`src/hdl/cmpc_pkg.sv`:
```
package cmpc_pkg;

  // signed q32.16 working format
  typedef logic signed [47:0] q48_t;

  localparam int DUTY_MIN_DEF = 10;
  localparam int DUTY_MAX_DEF = 390;
  localparam int POS_DIV_DEF  = 100;
  localparam int VEL_DIV_DEF  = 10;

  // configuration register indexes
  localparam logic [1:0] REG_TARGET    = 2'd0;
  localparam logic [1:0] REG_VEL_LIMIT = 2'd1;
  localparam logic [1:0] REG_CUR_LIMIT = 2'd2;

  // shift codes of the shared multiplier
  typedef logic [2:0] sh_t;
  localparam sh_t SH_0  = 3'd0;
  localparam sh_t SH_16 = 3'd1;
  localparam sh_t SH_24 = 3'd2;
  localparam sh_t SH_32 = 3'd3;
  localparam sh_t SH_33 = 3'd4;

  // constant factors
  localparam logic [24:0] POS_RCP   = 25'd20822589;  // counts to rad, q24
  localparam logic [24:0] VEL_K     = 25'd13107200;  // 200 in q16
  localparam logic [24:0] G_PP      = 25'd98304;
  localparam logic [24:0] G_PD      = 25'd13107;
  localparam logic [24:0] G_VI      = 25'd1147;
  localparam logic [24:0] G_VAW     = 25'd43516;
  localparam logic [24:0] G_CP      = 25'd85197;
  localparam logic [24:0] G_CI      = 25'd1311;
  localparam logic [24:0] G_KT      = 25'd4476;
  localparam logic [24:0] G_CAW     = 25'd79233;
  localparam logic [24:0] K_MILLI   = 25'd1000;
  localparam logic [24:0] WRAP_RCP  = 25'd1367823;   // floor(2^33 / 6280)
  localparam logic [24:0] MILLI_RCP = 25'd4294967;   // floor(2^32 / 1000)

  localparam logic signed [33:0] WRAP_OFFSET = 34'sd2147483680;  // 341956 turns
  localparam logic [13:0] WRAP_MRAD = 14'd6280;

  localparam logic signed [63:0] Q48_MAX = 64'sh0000_7FFF_FFFF_FFFF;
  localparam logic signed [63:0] Q48_MIN = -Q48_MAX - 64'sd1;
  localparam logic signed [63:0] I32_MAX = 64'sh0000_0000_7FFF_FFFF;
  localparam logic signed [63:0] I32_MIN = -I32_MAX - 64'sd1;

  typedef struct packed {
    logic              start;
    logic signed [49:0] a;
    logic [24:0]       k;
    sh_t               sh;
    logic              rnd;
  } mul_req_t;

  typedef struct packed {
    logic              done;
    logic signed [58:0] r;
  } mul_rsp_t;

  function automatic q48_t sat48(input logic signed [63:0] x);
    q48_t y;
    if (x > Q48_MAX) y = Q48_MAX[47:0];
    else if (x < Q48_MIN) y = Q48_MIN[47:0];
    else y = x[47:0];
    return y;
  endfunction

  function automatic logic signed [31:0] sat32(input logic signed [63:0] x);
    logic signed [31:0] y;
    if (x > I32_MAX) y = I32_MAX[31:0];
    else if (x < I32_MIN) y = I32_MIN[31:0];
    else y = x[31:0];
    return y;
  endfunction

  function automatic mul_req_t mk_req(input logic signed [49:0] a, input logic [24:0] k,
                                      input sh_t sh, input logic rnd);
    mul_req_t m;
    m.start = 1'b1;
    m.a     = a;
    m.k     = k;
    m.sh    = sh;
    m.rnd   = rnd;
    return m;
  endfunction

endpackage

```
`src/hdl/cmpc_mul.sv`:
```
module cmpc_mul (
  input  logic               clk,
  input  logic               rst,
  input  cmpc_pkg::mul_req_t req,
  output cmpc_pkg::mul_rsp_t rsp
);
  import cmpc_pkg::*;

  localparam logic [2:0] PH_IDLE = 3'd0;
  localparam logic [2:0] PH_LO   = 3'd1;
  localparam logic [2:0] PH_HI   = 3'd2;
  localparam logic [2:0] PH_SUM  = 3'd3;
  localparam logic [2:0] PH_OUT  = 3'd4;

  logic [2:0]  phase;
  logic [49:0] mag;
  logic        neg;
  logic [24:0] k;
  sh_t         sh;
  logic        rnd;
  logic [49:0] plo;
  logic [49:0] phi;
  logic [24:0] mop;
  logic [49:0] pp;
  logic [74:0] sum;
  logic [74:0] rc;
  logic [74:0] shifted;

  // one 25 x 25 multiplier, low half of the operand first, then the high half
  assign mop = (phase == PH_LO) ? mag[24:0] : mag[49:25];
  assign pp  = mop * k;

  always_comb begin
    case (sh)
      SH_16:   rc = 75'(1) << 15;
      SH_24:   rc = 75'(1) << 23;
      SH_32:   rc = 75'(1) << 31;
      SH_33:   rc = 75'(1) << 32;
      default: rc = '0;
    endcase
    if (!rnd) rc = '0;
  end

  always_comb begin
    case (sh)
      SH_16:   shifted = sum >> 16;
      SH_24:   shifted = sum >> 24;
      SH_32:   shifted = sum >> 32;
      SH_33:   shifted = sum >> 33;
      default: shifted = sum;
    endcase
  end

  always_ff @(posedge clk) begin
    if (rst) begin
      phase    <= PH_IDLE;
      rsp.done <= 1'b0;
    end else begin
      rsp.done <= 1'b0;
      case (phase)
        PH_IDLE: begin
          if (req.start) begin
            neg   <= req.a[49];
            mag   <= req.a[49] ? 50'(-req.a) : 50'(req.a);
            k     <= req.k;
            sh    <= req.sh;
            rnd   <= req.rnd;
            phase <= PH_LO;
          end
        end
        PH_LO: begin
          plo   <= pp;
          phase <= PH_HI;
        end
        PH_HI: begin
          phi   <= pp;
          phase <= PH_SUM;
        end
        PH_SUM: begin
          sum   <= {phi, 25'b0} + 75'(plo) + rc;
          phase <= PH_OUT;
        end
        PH_OUT: begin
          rsp.r    <= neg ? -$signed({1'b0, shifted[57:0]}) : $signed({1'b0, shifted[57:0]});
          rsp.done <= 1'b1;
          phase    <= PH_IDLE;
        end
        default: phase <= PH_IDLE;
      endcase
    end
  end

endmodule

```
`config.mk`:
```
export PLATFORM = sky130hd
export DESIGN_NAME = cmpc_mul
export DESIGN_NICKNAME = d
export VERILOG_FILES = /design/src/hdl/cmpc_pkg.sv /design/src/hdl/cmpc_mul.sv
export SDC_FILE = /design/constraint.sdc
export NUM_CORES = 2
export LEC_CHECK = 0
export BUFFER_PORTS_ARGS = -buffer_cell sky130_fd_sc_hd__buf_2
export CORE_ASPECT_RATIO = 0.75
export CORE_MARGIN = 2
export CORE_UTILIZATION = 50
export DETAILED_ROUTE_END_ITERATION = 8
export PLACE_DENSITY = 0.67
export SLEW_MARGIN = 10
export SYNTH_ARGS = -nofsm -noshare
export SYNTH_HDL_FRONTEND = slang
export SYNTH_SLANG_ARGS = --single-unit
```
`constraint.sdc`:
```
create_clock -name clk -period 11.25 [get_ports clk]
set_input_delay 1.125 -clock clk [delete_from_list [all_inputs] [get_ports clk]]
set_output_delay 1.125 -clock clk [all_outputs]
set_load 0.005 [all_outputs]
```
=== After elaboration in Yosys (flattened, before gate mapping) ===
Index checks and enable logic that the tools add are counted.

* Flip-flop bits (word level): 318
* Input port bits: 82
* Output and inout bits: 60
* Logic and storage cells: 43

* $add $sub $neg: 4
* Multipliers: 1
* Equality and inequality tests: 9
* Multiplexer cells: 9
* Bitwise logic cells: 1
* Reduce and logical (&&, ||, !) cells: 6

{| class="wikitable"
|+ Operator list
! cell !! number
|-
| one-hot mux 58 bit (4 select lines) || 1
|-
| one-hot mux 33 bit (4 select lines) || 1
|-
| adder 75 x 50 -> 75 bit || 1
|-
| adder 75 bit || 1
|-
| 2-to-1 mux 60 bit || 1
|-
| 2-to-1 mux 59 bit || 1
|-
| negator 58 -> 59 bit || 1
|-
| multiplier 25 x 25 -> 50 bit || 1
|-
| negator 50 bit || 1
|-
| 2-to-1 mux 49 bit || 1
|-
| 2-to-1 mux 33 bit || 1
|-
| 2-to-1 mux 25 bit || 1
|-
| == test 3 x 2 -> 1 bit (second input constant) || 4
|-
| one-hot mux 3 bit (4 select lines) || 1
|-
| AND reduction 2 bit || 4
|-
| == test 3 x 1 -> 1 bit (second input constant) || 2
|-
| == test 3 bit (second input constant) || 2
|-
| zero test 3 bit || 1
|-
| 2-to-1 mux 3 bit || 1
|-
| AND reduction 3 bit || 1
|-
| != test 2 bit (second input constant) || 1
|-
| inverter 1 bit || 1
|}

=== Longest topological paths before layout ===
* Word-level depth: 5
* Mapped depth: 28
* Gate-level depth less buffers: 26

=== Worst setup path before layout ===
OpenSTA, ideal clock, no wires.

* Path kind: input -> register
* Start: input port rst
* End: register sum[0], enable pin
* Library setup time: 696 ps
* Arrival time: 8339 ps
* Required time: 10554 ps
* Slack: 2214 ps
* Cell stages on the path: 1
* Path buffers: 0
* Path through: nor4bb_1

* Word-level cells in the longest chain between the ends: 2

{| class="wikitable"
|+ RTL lines
! item !! RTL line !! RTL
|-
| from (decl) || cmpc_mul.sv:3 || <nowiki>input logic rst,</nowiki>
|-
| inverter 1 bit (no line) || -- ||
|-
| AND reduction 2 bit (no line) || -- ||
|-
| to (signal assigned) || cmpc_mul.sv:80 || <nowiki>sum <= {phi, 25'b0} + 75'(plo) + rc;</nowiki>
|-
| to (decl) || cmpc_mul.sv:25 || <nowiki>logic [74:0] sum;</nowiki>
|}

Every way passes these cells.
A chain may end at the register's enable or synchronous reset.

=== Worst setup path after layout ===
* Start: register phase[0]
* End: register plo[46] (data pin)

* Word-level cells in the longest chain between the ends: 3

{| class="wikitable"
|+ RTL lines
! item !! RTL line !! RTL
|-
| from (decl) || cmpc_mul.sv:15 || <nowiki>logic [2:0] phase;</nowiki>
|-
| from (signal assigned) || cmpc_mul.sv:56 || <nowiki>phase <= PH_IDLE;</nowiki>
|-
| from (signal assigned) || cmpc_mul.sv:68 || <nowiki>phase <= PH_LO;</nowiki>
|-
| from (signal assigned) || cmpc_mul.sv:73 || <nowiki>phase <= PH_HI;</nowiki>
|-
| == test 3 x 1 -> 1 bit || cmpc_mul.sv:30 || <nowiki>assign mop = (phase == PH_LO) ? mag[24:0] : mag[49:25];</nowiki>
|-
| 2-to-1 mux 25 bit || cmpc_mul.sv:30 ||
|-
| multiplier 25 x 25 -> 50 bit || cmpc_mul.sv:31 || <nowiki>assign pp = mop * k;</nowiki>
|-
| net pp[46] || cmpc_mul.sv:24 || <nowiki>logic [49:0] pp;</nowiki>
|-
| to (signal assigned) || cmpc_mul.sv:72 || <nowiki>plo <= pp;</nowiki>
|-
| to (decl) || cmpc_mul.sv:21 || <nowiki>logic [49:0] plo;</nowiki>
|}

The timed path passes the listed nets, and every way through them passes these cells.

==> reports/qor.yml <==
status: "finished clean"
cap_viol_max_count: 0
period_share_pct: 79.3
hpwlAfterDp_mm: 78.4
grt_pass1_wl_mm: 162
place.port_buffers: 141
ys.warnings.count: 0
cpMostUsedCell: "fa_1"
grt_util_all_layers_pct: 27.2
cts-resized-gates: 0
drive_above_1_share_pct: 8.95
rsz0062_at_grt: "false"
synth_edf_count: 314
grt_max_degree: 76
layout_commonest_cell: "inv_1"
worstSetupPathType: "reg -> reg"
seq_area_frac_synth_pct: 25.1
cp-end-kind: "register"
vias: 28000
die_h_um: 243
die_w_um: 322
cp.required_ns: 11.63
detail_route.wl_per_cell_um: 21.7
htreeDepth: 2
place_area_um2: 39500
io_pins: 142
area_growth_pct: 7.45
cpPeakStageDelay_ns: 0.79
gr-total-overflow: 0
crit_slowest_cell: "a2111oi_0"
critPathMaxFanout: 26
cp-start-kind: "register"
synth_cell_types: 79
drcViolationCount: 0
grt_antenna_before_repair: 1
post-route-util_pct: 54.3
worst_slew_pin_slew_ns: 1.21
numCtsBuffers: 37
postSynthCellCount: 3788
syn_avg_cell_area_um2: 10.0
maxSlewViolCount: 0
async_flop_share_pct: 0
die_area_um2: 78200
viasPerCell: 5.79
report.final.setup_viol: 0
final_cell_area_um2: 40800
clk_path_buf_depth: 3
critical_path_arrival_ns: 9.30
clock-sinks: 318
synth_nets: 4638
clock_latency_ns: 0.59
grt_pass1_vias: 27300
nNetsFinal: 4675
core_area_um2: 75100
start_util_pct: 50.5
first_pass_iters: 5
path_cells: "nor3b_2 > buf_4 > mux2_2 > and2_1 > fa_1 > fa_1 > inv_1 > fa_1 > inv_1 > fa_1 > inv_1 > fa_1 > inv_1 > fa_1 > fa_1 > ha_1 > a21oi_1 > o21ai_0 > a221o_1 > a21oi_1 > o211ai_1 > a2111oi_0 > nor2_1 > a311oi_1"
synth_flop_cell: "edfxtp_1"
fmax_ghz: 0.112
row_count: 87
syn_area_um2: 38000
setup_tns_ns: 0
cts_tree: "done"
max-slew-margin-rel_pct: 18.6
routabilityCongestion: 0.935
root_buffer: "clkbuf_16"
fin_skew_ns: 0.0351
hold_viol: 0
ant_nets: 0
path_clk_slew_ns: 0.06
final_cell_mix: "620 x inv_1, 528 x fa_1, 442 x nand2_1"
drtIter0Drc: 2728
wirelength_mm: 105
postCtsSetupBuffers: 0
cts-hold-fix-buffers: 0
ys_ff_latch: 318
fin_crit_ns: 8.92
min_path_type: "reg -> reg"
[final timing paths]
kind	cells past startpoint	end	slack (ns)	from
worst max-delay path	24	plo[46]	2.33	phase[0]
worst min-delay path	0	sum[12]	0.41	plo[12]
worst max register to register	24	plo[46]	2.33	phase[0]
worst min register to register	0	sum[12]	0.41	plo[12]
[final cells by class]
cell class | instances | area (um2)
timing repair buffer | 186 | 1040
clock inverter | 27 | 298
tap | 979 | 1220
multi-input combinational | 2661 | 25400
inverter | 621 | 2330
sequential | 318 | 9510
clock buffer | 40 | 958
fill | 6605 | 34300
antenna | 1 | 2.50
[kinds of logic after synthesis]
kind of cell | after synthesis | synth area share (%)
buf+inv | 809 | 8.09
fa+ha+maj | 768 | 35.8
mux | 65 | 2.60
xor+xnor | 196 | 4.52
simple gates | 1131 | 15.2
flops | 318 | 25.1
compound gates | 501 | 8.77
[metal layers]
metal / GRT usage, % / up-vias / routed length, um
li1: - / 12400 / -
met1: 42.5 / 14100 / 46800
met2: 37.3 / 1362 / 43000
met3: 7.22 / 118 / 12600
met4: 6.06 / 2 / 2230
met5: 0.556 / - / 55
[state kept, by name (all words and copies together) (netlist names), 3 cells and up]
name and count:
rsp 60, sh 3, sum 75, k 25, mag 50, phi 50, plo 50, phase 3
[worst max-delay path: cells and delay by family, from the launching register on]
kind            cells  cell delay, ns
compound gates      7            2.36
buf+inv             5            0.56
mux                 1            0.65
simple gates        3            0.73
flops               1            0.41
fa+ha+maj           8            3.95
[metrics by stage]
| stage | hold slack (ns) | cells | worst slack (ns) |
|---|---|---|---|
| 2_1_floorplan | 0.400 | 3788 | 2.21 |
| 3_3_place_gp | 0.402 | 4765 | 2.64 |
| 3_5_place_dp | 0.405 | 4765 | 2.48 |
| 4_1_cts | 0.406 | 4832 | 2.46 |
| 5_1_grt | 0.407 | 4832 | 1.87 |
| 6_report | 0.406 | 4833 | 2.33 |
[cells in the mapped netlist (22+ instances only)]
master      n  area share (%)
mux4_2     24             1.4
o211ai_1   24            0.47
nor2_1    104             1.0
nand4_1    22            0.36
o31ai_1    42            0.83
clkbuf_1  159             1.6
edfxtp_1  314              25
nand2_1   442             4.4
and2_1    332             5.5
nand3_1    41            0.54
xor2_1     45             1.0
inv_1     620             6.1
mux2_2     30            0.89
a21o_1     44            0.87
nand2b_1   24            0.40
xnor2_1   151             3.5
ha_1      240             7.9
o21ai_0   106             1.4
a21oi_1   119             1.6
nor3_1     29            0.38
fa_1      528              28
Power is not shown: default switching activity piles up to over one toggle a cycle in this logic, so the estimate is an artifact.
